## src/rtl/core/diff_biphase_ask_demodulator_unit_defines.svh

```systemverilog
// ----------------------------------------------------------------------------
// Assertion macros for the differential biphase demodulator
// Clocked on clk and disabled while arst_n is low; empty in synthesis.
// ----------------------------------------------------------------------------
`ifndef DIFF_BIPHASE_ASK_DEMODULATOR_UNIT_DEFINES_SVH
`define DIFF_BIPHASE_ASK_DEMODULATOR_UNIT_DEFINES_SVH

`ifndef SYNTHESIS
// A property that must hold at every clock edge outside reset.
`define DBAD_ASSERT(label, prop) \
	label: assert property (@(posedge clk) disable iff (!arst_n) (prop)) \
		else $error("dbad assertion failed");
// A condition that must never be seen at a clock edge outside reset.
`define DBAD_NEVER(label, cond) \
	label: assert property (@(posedge clk) disable iff (!arst_n) !(cond)) \
		else $error("dbad forbidden condition seen");
`else
`define DBAD_ASSERT(label, prop)
`define DBAD_NEVER(label, cond)
`endif

`endif

```

## src/rtl/core/dbad_pkg.sv

```systemverilog
// ----------------------------------------------------------------------------
// dbad_pkg
// Types and constants of the differential biphase demodulator.
// ----------------------------------------------------------------------------
package dbad_pkg;

	typedef logic [7:0] byte_t;
	typedef logic [4:0] idx_t;
	typedef logic [1:0] rx_state_t;

	localparam rx_state_t RX_IDLE     = 2'd0;
	localparam rx_state_t RX_PREAMBLE = 2'd1;
	localparam rx_state_t RX_DATA     = 2'd2;

	// Register word index of the preamble length register.
	localparam logic REG_PREAMBLE = 1'b0;

	localparam logic [4:0] PREAMBLE_RESET = 5'd11;
	localparam logic [4:0] BYTE_BITS      = 5'd8;
	localparam int         MIN_BYTES      = 2;

endpackage

```

## src/rtl/core/dbad_if.sv

```systemverilog
// ----------------------------------------------------------------------------
// dbad channel interfaces
// Valid/ready channels for line samples and decoded results.
// ----------------------------------------------------------------------------
interface dbad_in_if;
	logic valid;
	logic ready;
	logic level;

	modport source (output valid, output level, input ready);
	modport sink (input valid, input level, output ready);
endinterface

interface dbad_out_if import dbad_pkg::*; ();
	logic      valid;
	logic      ready;
	logic      byte_valid;
	byte_t     byte_value;
	idx_t      byte_index;
	logic      packet_ok;
	logic      pkt_ready;
	logic      frame_abort;
	rx_state_t rx_state;

	modport source (output valid, output byte_valid, output byte_value, output byte_index,
		output packet_ok, output pkt_ready, output frame_abort, output rx_state,
		input ready);
	modport sink (input valid, input byte_valid, input byte_value, input byte_index,
		input packet_ok, input pkt_ready, input frame_abort, input rx_state,
		output ready);
endinterface

```

## src/rtl/core/diff_biphase_ask_demodulator_unit.sv

```systemverilog
// ----------------------------------------------------------------------------
// diff_biphase_ask_demodulator_unit
// Differential biphase decoder: one line sample per beat, one result per beat.
// ----------------------------------------------------------------------------
// The result of a sample is registered and presented in the cycle after its beat.
// Throughput: one sample per cycle while results.ready holds; the decoder state is updated in a single
// pass of logic into the receiver registers and the result register.
// Reset: arst_n clears the receiver to idle, the result register to empty and
// the preamble length register to 11.
`include "diff_biphase_ask_demodulator_unit_defines.svh"

module diff_biphase_ask_demodulator_unit import dbad_pkg::*; #(
	parameter int MAX_BYTES = 32
) (
	input  logic        clk,
	input  logic        arst_n,
	dbad_in_if.sink     samples,
	dbad_out_if.source  results,
	input  logic        psel,
	input  logic        penable,
	input  logic        pwrite,
	input  logic [2:0]  paddr,
	input  logic [31:0] pwdata,
	output logic [31:0] prdata,
	output logic        pready
);

	localparam int CNT_W = $clog2(MAX_BYTES + 1);

	// Configuration register
	logic [4:0] preamble_q;
	logic       cfg_write;

	assign pready    = 1'b1;
	assign cfg_write = psel && penable && pwrite && (paddr[2] == REG_PREAMBLE);

	always_ff @(posedge clk or negedge arst_n) begin
		if (!arst_n) begin
			preamble_q <= PREAMBLE_RESET;
		end else if (cfg_write) begin
			preamble_q <= pwdata[4:0];
		end
	end

	always_comb begin
		prdata = '0;
		if (paddr[2] == REG_PREAMBLE) begin
			prdata[4:0] = preamble_q;
		end
	end

	// Receiver state
	rx_state_t        state_q, state_n;
	logic             prev_q, prev_n;
	logic             mid_q, mid_n;
	logic [4:0]       bitcnt_q, bitcnt_n;
	byte_t            shift_q, shift_n;
	logic [CNT_W-1:0] count_q, count_n;
	byte_t            parity_q, parity_n;
	logic             ready_q, ready_n;

	// Result of the current sample
	logic             r_byte_valid;
	byte_t            r_byte_value;
	idx_t             r_byte_index;
	logic             r_ok;
	logic             r_abort;

	logic             accept;
	logic             edge_seen;
	logic             bit_val;
	logic [4:0]       bitcnt_inc;
	byte_t            shift_in;
	logic [CNT_W+4:0] count_wide;

	assign accept     = samples.valid && samples.ready;
	assign edge_seen  = samples.level != prev_q;
	assign bit_val    = !edge_seen;
	assign bitcnt_inc = bitcnt_q + 5'd1;
	assign shift_in   = {shift_q[6:0], bit_val};
	assign count_wide = {5'd0, count_q};

	always_comb begin
		state_n      = state_q;
		prev_n       = samples.level;
		mid_n        = mid_q;
		bitcnt_n     = bitcnt_q;
		shift_n      = shift_q;
		count_n      = count_q;
		parity_n     = parity_q;
		ready_n      = ready_q;
		r_byte_valid = 1'b0;
		r_byte_value = '0;
		r_byte_index = '0;
		r_ok         = 1'b0;
		r_abort      = 1'b0;

		if (!mid_q) begin
			if (state_q == RX_IDLE) begin
				if (edge_seen) begin
					state_n  = RX_PREAMBLE;
					bitcnt_n = '0;
					count_n  = '0;
					shift_n  = '0;
					parity_n = '0;
					mid_n    = 1'b1;
				end
			end else if (!edge_seen) begin
				// Missing boundary edge: drop the frame and the sticky flag.
				state_n  = RX_IDLE;
				prev_n   = 1'b0;
				mid_n    = 1'b0;
				bitcnt_n = '0;
				shift_n  = '0;
				count_n  = '0;
				parity_n = '0;
				ready_n  = 1'b0;
				r_abort  = 1'b1;
			end else begin
				mid_n = 1'b1;
			end
		end else begin
			mid_n = 1'b0;
			if (state_q == RX_PREAMBLE) begin
				if (bit_val) begin
					bitcnt_n = bitcnt_inc;
					if (bitcnt_inc >= preamble_q) begin
						state_n  = RX_DATA;
						bitcnt_n = '0;
						shift_n  = '0;
					end
				end else begin
					bitcnt_n = '0;
				end
			end else begin
				shift_n  = shift_in;
				bitcnt_n = bitcnt_inc;
				if (bitcnt_inc >= BYTE_BITS) begin
					// Bytes past the buffer limit are dropped but the check still runs.
					if (count_q < CNT_W'(MAX_BYTES)) begin
						r_byte_valid = 1'b1;
						r_byte_value = shift_in;
						r_byte_index = count_wide[4:0];
						parity_n     = parity_q ^ shift_in;
						count_n      = count_q + CNT_W'(1);
					end
					bitcnt_n = '0;
					shift_n  = '0;
					if ((count_n >= CNT_W'(MIN_BYTES)) && (parity_n == '0)) begin
						ready_n = 1'b1;
						state_n = RX_IDLE;
						r_ok    = 1'b1;
					end
				end
			end
		end
	end

	always_ff @(posedge clk or negedge arst_n) begin
		if (!arst_n) begin
			state_q  <= RX_IDLE;
			prev_q   <= 1'b0;
			mid_q    <= 1'b0;
			bitcnt_q <= '0;
			shift_q  <= '0;
			count_q  <= '0;
			parity_q <= '0;
			ready_q  <= 1'b0;
		end else if (accept) begin
			state_q  <= state_n;
			prev_q   <= prev_n;
			mid_q    <= mid_n;
			bitcnt_q <= bitcnt_n;
			shift_q  <= shift_n;
			count_q  <= count_n;
			parity_q <= parity_n;
			ready_q  <= ready_n;
		end
	end

	// Result register; a new sample is taken whenever it is empty or draining.
	logic      res_valid_q;
	logic      byte_valid_q;
	byte_t     byte_value_q;
	idx_t      byte_index_q;
	logic      ok_q;
	logic      ready_flag_q;
	logic      abort_q;
	rx_state_t rx_state_q;

	assign samples.ready = !res_valid_q || results.ready;

	always_ff @(posedge clk or negedge arst_n) begin
		if (!arst_n) begin
			res_valid_q <= 1'b0;
		end else if (accept) begin
			res_valid_q <= 1'b1;
		end else if (results.ready) begin
			res_valid_q <= 1'b0;
		end
	end

	always_ff @(posedge clk) begin
		if (accept) begin
			byte_valid_q <= r_byte_valid;
			byte_value_q <= r_byte_value;
			byte_index_q <= r_byte_index;
			ok_q         <= r_ok;
			ready_flag_q <= ready_n;
			abort_q      <= r_abort;
			rx_state_q   <= state_n;
		end
	end

	assign results.valid       = res_valid_q;
	assign results.byte_valid  = byte_valid_q;
	assign results.byte_value  = byte_value_q;
	assign results.byte_index  = byte_index_q;
	assign results.packet_ok   = ok_q;
	assign results.pkt_ready   = ready_flag_q;
	assign results.frame_abort = abort_q;
	assign results.rx_state    = rx_state_q;

	// A good packet and an abort cannot come from the same sample.
	`DBAD_NEVER(a_ok_and_abort, res_valid_q && ok_q && abort_q)
	// An abort always clears the sticky flag and returns to idle.
	`DBAD_ASSERT(a_abort_clears, (res_valid_q && abort_q) |-> (!ready_flag_q && (rx_state_q == RX_IDLE)))
	// The stored byte count never passes the buffer limit.
	`DBAD_ASSERT(a_count_bound, count_q <= CNT_W'(MAX_BYTES))
	// A good packet leaves the receiver idle with the flag set.
	`DBAD_ASSERT(a_ok_idle, accept && r_ok |=> (state_q == RX_IDLE) && ready_q)

endmodule
```

## src/flat_wrapper.sv

```systemverilog
// flat-port wrapper written by rule: the top's interface ports become plain ports
module diff_biphase_ask_demodulator_unit_flat import dbad_pkg::*;
#(
	parameter int MAX_BYTES = 32
)
  (clk, arst_n, psel, penable, pwrite, paddr, pwdata, prdata, pready, samples_valid, samples_level, samples_ready, results_valid, results_byte_valid, results_byte_value, results_byte_index, results_packet_ok, results_pkt_ready, results_frame_abort, results_rx_state, results_ready);
  dbad_in_if samples_i ();
  dbad_out_if results_i ();
  input  logic clk;
  input  logic arst_n;
  input  logic psel;
  input  logic penable;
  input  logic pwrite;
  input  logic [2:0] paddr;
  input  logic [31:0] pwdata;
  output logic [31:0] prdata;
  output logic pready;
  input wire logic [$bits(samples_i.valid)-1:0] samples_valid;
  input wire logic [$bits(samples_i.level)-1:0] samples_level;
  output wire logic [$bits(samples_i.ready)-1:0] samples_ready;
  output wire logic [$bits(results_i.valid)-1:0] results_valid;
  output wire logic [$bits(results_i.byte_valid)-1:0] results_byte_valid;
  output wire logic [$bits(results_i.byte_value)-1:0] results_byte_value;
  output wire logic [$bits(results_i.byte_index)-1:0] results_byte_index;
  output wire logic [$bits(results_i.packet_ok)-1:0] results_packet_ok;
  output wire logic [$bits(results_i.pkt_ready)-1:0] results_pkt_ready;
  output wire logic [$bits(results_i.frame_abort)-1:0] results_frame_abort;
  output wire logic [$bits(results_i.rx_state)-1:0] results_rx_state;
  input wire logic [$bits(results_i.ready)-1:0] results_ready;
  assign samples_i.valid = samples_valid;
  assign samples_i.level = samples_level;
  assign samples_ready = samples_i.ready;
  assign results_valid = results_i.valid;
  assign results_byte_valid = results_i.byte_valid;
  assign results_byte_value = results_i.byte_value;
  assign results_byte_index = results_i.byte_index;
  assign results_packet_ok = results_i.packet_ok;
  assign results_pkt_ready = results_i.pkt_ready;
  assign results_frame_abort = results_i.frame_abort;
  assign results_rx_state = results_i.rx_state;
  assign results_i.ready = results_ready;
  diff_biphase_ask_demodulator_unit #(.MAX_BYTES(MAX_BYTES)) u_core (.clk(clk), .arst_n(arst_n), .samples(samples_i), .results(results_i), .psel(psel), .penable(penable), .pwrite(pwrite), .paddr(paddr), .pwdata(pwdata), .prdata(prdata), .pready(pready));
endmodule
```

## config.mk

```make
export PLATFORM = sky130hd
export DESIGN_NAME = diff_biphase_ask_demodulator_unit_flat
export DESIGN_NICKNAME = d
export VERILOG_FILES = /design/src/rtl/core/dbad_pkg.sv /design/src/rtl/core/dbad_if.sv /design/src/rtl/core/diff_biphase_ask_demodulator_unit.sv /design/src/flat_wrapper.sv
export VERILOG_INCLUDE_DIRS = /design/src /design/src/rtl/core
export SDC_FILE = /design/constraint.sdc
export NUM_CORES = 1
export LEC_CHECK = 0
export BUFFER_PORTS_ARGS = -buffer_cell sky130_fd_sc_hd__buf_2
export CAP_MARGIN = 25
export CORE_MARGIN = 5
export CORE_UTILIZATION = 50
export DETAILED_ROUTE_END_ITERATION = 8
export PLACE_DENSITY_LB_ADDON = 0.08
export SETUP_SLACK_MARGIN = 0.2
export SLEW_MARGIN = 20
export SYNTH_ARGS = -nofsm -noshare
export SYNTH_HDL_FRONTEND = slang
export SYNTH_SLANG_ARGS = --single-unit
export TNS_END_PERCENT = 30
```

## constraint.sdc

```tcl
create_clock -name clk -period 2.65 [get_ports clk]
set_clock_uncertainty 0.1 [all_clocks]
set_input_delay 0 -clock clk [delete_from_list [all_inputs] [get_ports clk]]
set_output_delay 0 -clock clk [all_outputs]
set_load 0.01 [all_outputs]
```

# Word-level counts from Yosys, hierarchy flattened
# Index checks and enable logic that the tools add are counted.
# Widths: inputs -> output; s select.
# word_totals
regBits	56
out_inout_bits	54
elab_cells	112
# op_classes
addsub	2
order_cmp	4
eq_ne	8
mux	59
bitwise_logic	5
n_reduce_logical	17
# op_table
operator	count
$mux 8	10
$mux 6	10
$mux 5	9
$mux 7	5
$mux 2	9
$mux 1	16
$reduce_and 5->1	2
$logic_not 8->1	1
$xor 8x8->8	1
$add 6x1->6 const B	1
$ge 6x2->1 const B	1
$lt 6x6->1 const B	1
$ne 3x3->1 const B	2
$add 5x1->5 const B	1
$ge 5x4->1 const B	1
$ge 5x5->1	1
$logic_and 1x1->1	5
$ne 2x2->1 const B	2
$not 1->1	4
$reduce_or 4->1	1
$ne 3x1->1 const B	1
$ne 3x2->1 const B	1
$reduce_and 3->1	1
$reduce_or 3->1	1
7 further kinds	8

# Depth between registers and ports, before layout
# depth
ltp_word	13
ltp_mapped	9
ltp_nobuf	9

# Worst setup path after synthesis
# Ideal clock, no wire load.
# synth_path
kind	register to register
startpoint	register u_core.bitcnt_q[0]
endpoint	register u_core.shift_q[0]
setup_time_ps	135
arrival_time_ps	2157
required_ps	2415
slack_ps	259
stages_incl_launch_ff	10
path_buffers	0
period_less_slack_ps	2391
path_cell_list	dfrtp_1 > ha_1 > nand3_1 > xnor2_1 > ha_1 > a21o_1 > a31oi_1 > nand2b_1 > a31oi_4 > mux2i_1
# synth_via
elab_chain_len	5
word_cells_on_any_way	8
classes_between	1 x add/sub; 2 x order compare; 1 x eq/ne; 3 x mux; 1 x reduce/logical
# synth_lines
item	line_no	text
from (decl)	diff_biphase_ask_demodulator_unit.sv:56	logic [4:0] bitcnt_q, bitcnt_n;
from (signal assigned)	diff_biphase_ask_demodulator_unit.sv:173	bitcnt_q <= bitcnt_n;
$add 5x1->5 *	diff_biphase_ask_demodulator_unit.sv:79	assign bitcnt_inc = bitcnt_q + 5'd1;
$ge 5x4->1	diff_biphase_ask_demodulator_unit.sv:138	if (bitcnt_inc >= BYTE_BITS) begin
$mux 7	diff_biphase_ask_demodulator_unit.sv:138	
$mux 7	diff_biphase_ask_demodulator_unit.sv:124	if (state_q == RX_PREAMBLE) begin
$mux 7	diff_biphase_ask_demodulator_unit.sv:98	if (!mid_q) begin
to (signal assigned)	diff_biphase_ask_demodulator_unit.sv:174	shift_q <= shift_n;
to (decl)	diff_biphase_ask_demodulator_unit.sv:57	byte_t shift_q, shift_n;
# Mark *: on every way between the ends. The rest lies on a longest branch, timed or not.
# A chain may end at the register's enable or synchronous reset.

# Final worst setup path
# Ends and elaborated chain as after synthesis.

==> impl_metrics.yaml <==
global_routing:
  grt_pass1_vias: 2341
  grt_max_degree: 38
  grt_usage_pct: 16.4
  antenna_found_initial: 0
  grt_overflow_total: 0
  grt_pass1_wl_um: 11200
routing:
  drt_iter0_markers: 116
  wirelength_um: 6460
  wl_per_cell_um: 14.0
  num_vias: 2404
  ant_nets: 0
  drc: 0
  via_per_inst: 5.21
  firstDrtPassIters: 4
cts:
  clk_path_buf_depth: 2
  cts_root_buffer: "clkbuf_8"
  numCtsBuffers: 5
  htreeDepth: 2
  cts_tree: "yes"
  cts_sinks: 56
  clkTransAtPathRegs_ns: 0.10
  clk_latency_ns: 0.31
floorplan:
  core_sq_um: 6310
  die_y_um: 90.2
  io_pins: 97
  row_count: 29
  initial_core_util_pct: 51.0
  die_area_sq_um: 8140
  die_width_um: 90.2
critical_path:
  rr_startpoint: "u_core.bitcnt_q[0]"
  cp_max_fo: 7
  rr_endpoint: "u_core.shift_q[0]"
  worstPathRequired_ns: 2.74
  ff2ff_path_depth: 10
  worstPathArrival_ns: 2.47
  path_delay_family: "adder cells"
  critPathCaptureType: "flip-flop"
  critPathBufInv: 1
  r2r_slack_ns: 0.27
  cpPeakStageDelay_ns: 0.42
  crit_slowest_cell: "dfrtp_2"
  crit_chain: "ha_4 > nand3_1 > xnor2_2 > ha_1 > a21o_1 > a31oi_2 > nand2b_4 > a31oi_4 > buf_12 > mux2i_2"
  critPathKind: "flip-flop to flip-flop"
  cp-start-kind: "flip-flop"
placement:
  pre_cts_slack_ns: 0.0597
  hpwlAfterDp_um: 4590
  io_buffers: 39
  gp_congestion: 0.801
worst_hold_path:
  min_delay_path_depth: 3
  hp-start: "pwrite"
  min_to: "u_core.preamble_q[4]"
  min_path_type: "input port to flip-flop"
run:
  maxCapViolCount: 0
timing:
  setup_slack_ns: 0.273
  tightest_slew_ns: 0.864
  finalSetupViolations: 0
  rsz0062_at_grt: "false"
  slew_viol_final: 0
  fmax_mhz: 421
  final.setup.tns_ns: 0
  period_minus_slack_ns: 2.38
  hold_viol_final: 0
  relSlewSlack_pct: 42.4
  fin_crit_sh_pct: 89.7
synth:
  postSynthAreaPerCell_sq_um: 9.87
  ys_warn_count: 0
  synth.distinct_cells: 50
  netlist_instances: 326
  synth-seq-area-share_pct: 46.6
  ys_seq_elements: 56
  synthFlopType: "dfrtp_1"
  synthesis.area_sq_um: 3220
  async_reset_ff_share_pct: 66.1
  synth_edf_count: 19
final_layout:
  final_common_cell: "buf_2"
  drive_above_1_share_pct: 21.9
  syn_to_final_growth_pct: 15.1
  most-common-layout-cells: "39 x buf_2, 36 x nand2_1, 32 x dfrtp_1, 28 x conb_1, 22 x nor2_1"
  diodes: 0
  nets: 435
outcome:
  status: "finished, final reports clean"
pwr:
  p_leak_nw: 1.71
  ir_drop_mv: 0.362
  finalPower_w: 0.00250
  powerDensity_nw_per_um2: 676
state kept, by name, summed over array words and instances, names as in the netlist:
signal,flops
u_core.bitcnt_q,5
u_core.parity_q,8
u_core.count_q,6
u_core.shift_q,7
u_core.mid_q,1
u_core.results.rx_state,2
u_core.ready_q,1
u_core.results.valid,1
u_core.results.byte_index,5
u_core.prev_q,1
u_core.preamble_q,5
u_core.results.packet_ok,1
u_core.results.byte_valid,1
u_core.results.frame_abort,1
u_core.results.pkt_ready,1
u_core.results.byte_value,8
u_core.state_q,2
metal layers:
layer	wire, um	share of wire, %	vias up	GRT usage [%]
met2	3230	50	54	27.3
met1	2900	45	1160	21.4
li1	-	-	1182	-
met5	0	0	-	0
met4	75	1.2	0	6.08
met3	255	3.9	8	2.75
worst min-delay path: stages:
cell	delay, ns
buf_2	0.09
nand4b_1	0.23
mux2_2	0.20
area by class of cell:
class | count | area (sq um)
fillers | 578 | 2610
multi-input cells | 236 | 1500
flip-flops and latches | 56 | 1500
repair buffers | 64 | 418
well taps | 77 | 96.3
inverters | 20 | 75.1
clock buffers | 6 | 72.6
clock inverters | 2 | 35.0
repair_timing:
action                     in CTS  in global routing
hold endpoints to repair       41                  0
hold buffers                    9                  0
pin swaps                       1                  0
setup endpoints to repair      13                 13
gates resized for setup         4                  7
setup buffers                   3                  1
kinds of logic (layout without fill, tap and decap cells):
family	Yosys count	count (layout)	synth area share (%)
AND/OR/NAND/NOR	112	112	17.7
buffers and inverters	60	92	10.9
flip-flops	56	56	46.6
AO/OA/AOI/OAI	54	54	11.2
XOR/XNOR	19	19	5.17
multiplexers	14	14	4.71
adder cells (fa/ha/maj)	9	9	3.50
other	2	28	0.233
cell usage after synthesis (7+ instances only):
cell | number | area, sq um
edfxtp_1 | 19 | 571
mux2i_1 | 8 | 80.1
dfrtp_1 | 34 | 851
o21ai_0 | 20 | 100
xor2_1 | 7 | 61.3
xnor2_1 | 12 | 105
nor2_1 | 22 | 82.6
ha_1 | 9 | 113
nand2b_1 | 7 | 43.8
nor4_1 | 8 | 50.1
inv_1 | 20 | 75.1
nand2_1 | 36 | 135
buf_4 | 29 | 218
nand3_1 | 7 | 35.0
nor2b_1 | 7 | 43.8
a21oi_1 | 8 | 40.0
through the flow:
step	utilization, %	cells	hold WS, ns	area, sq um
after floorplan	-	352	-0.396	3310
after global placement	54.2	440	0.0712	3420
after detailed placement	54.2	440	0.0702	3420
after CTS	58.1	460	0.152	3670
after global routing	58.7	461	0.168	3700
final	58.7	461	0.146	3700
worst max-delay path by stage:
| stage | cells past startpoint | endpoint | start | slack, ns |
|---|---|---|---|---|
| floorplan | 9 | u_core.shift_q[0] | u_core.bitcnt_q[0] | 0.26 |
| global placement | 10 | u_core.results.rx_state[0] | u_core.bitcnt_q[0] | 0.11 |
| detailed placement | 9 | u_core.shift_q[3] | u_core.bitcnt_q[0] | 0.06 |
| CTS | 10 | u_core.shift_q[0] | u_core.bitcnt_q[1] | 0.19 |
| global route | 10 | u_core.shift_q[0] | u_core.bitcnt_q[0] | 0.16 |
| finish | 10 | u_core.shift_q[0] | u_core.bitcnt_q[0] | 0.27 |
report_power, final:
part | internal (W) | switching, W
Clock | 0.000281 | 0.000272
Sequential | 0.00101 | 0.000113
Combinational | 0.000373 | 0.000459
Total | 0.00166 | 0.000844
Power figures use the tool's default switching activity.
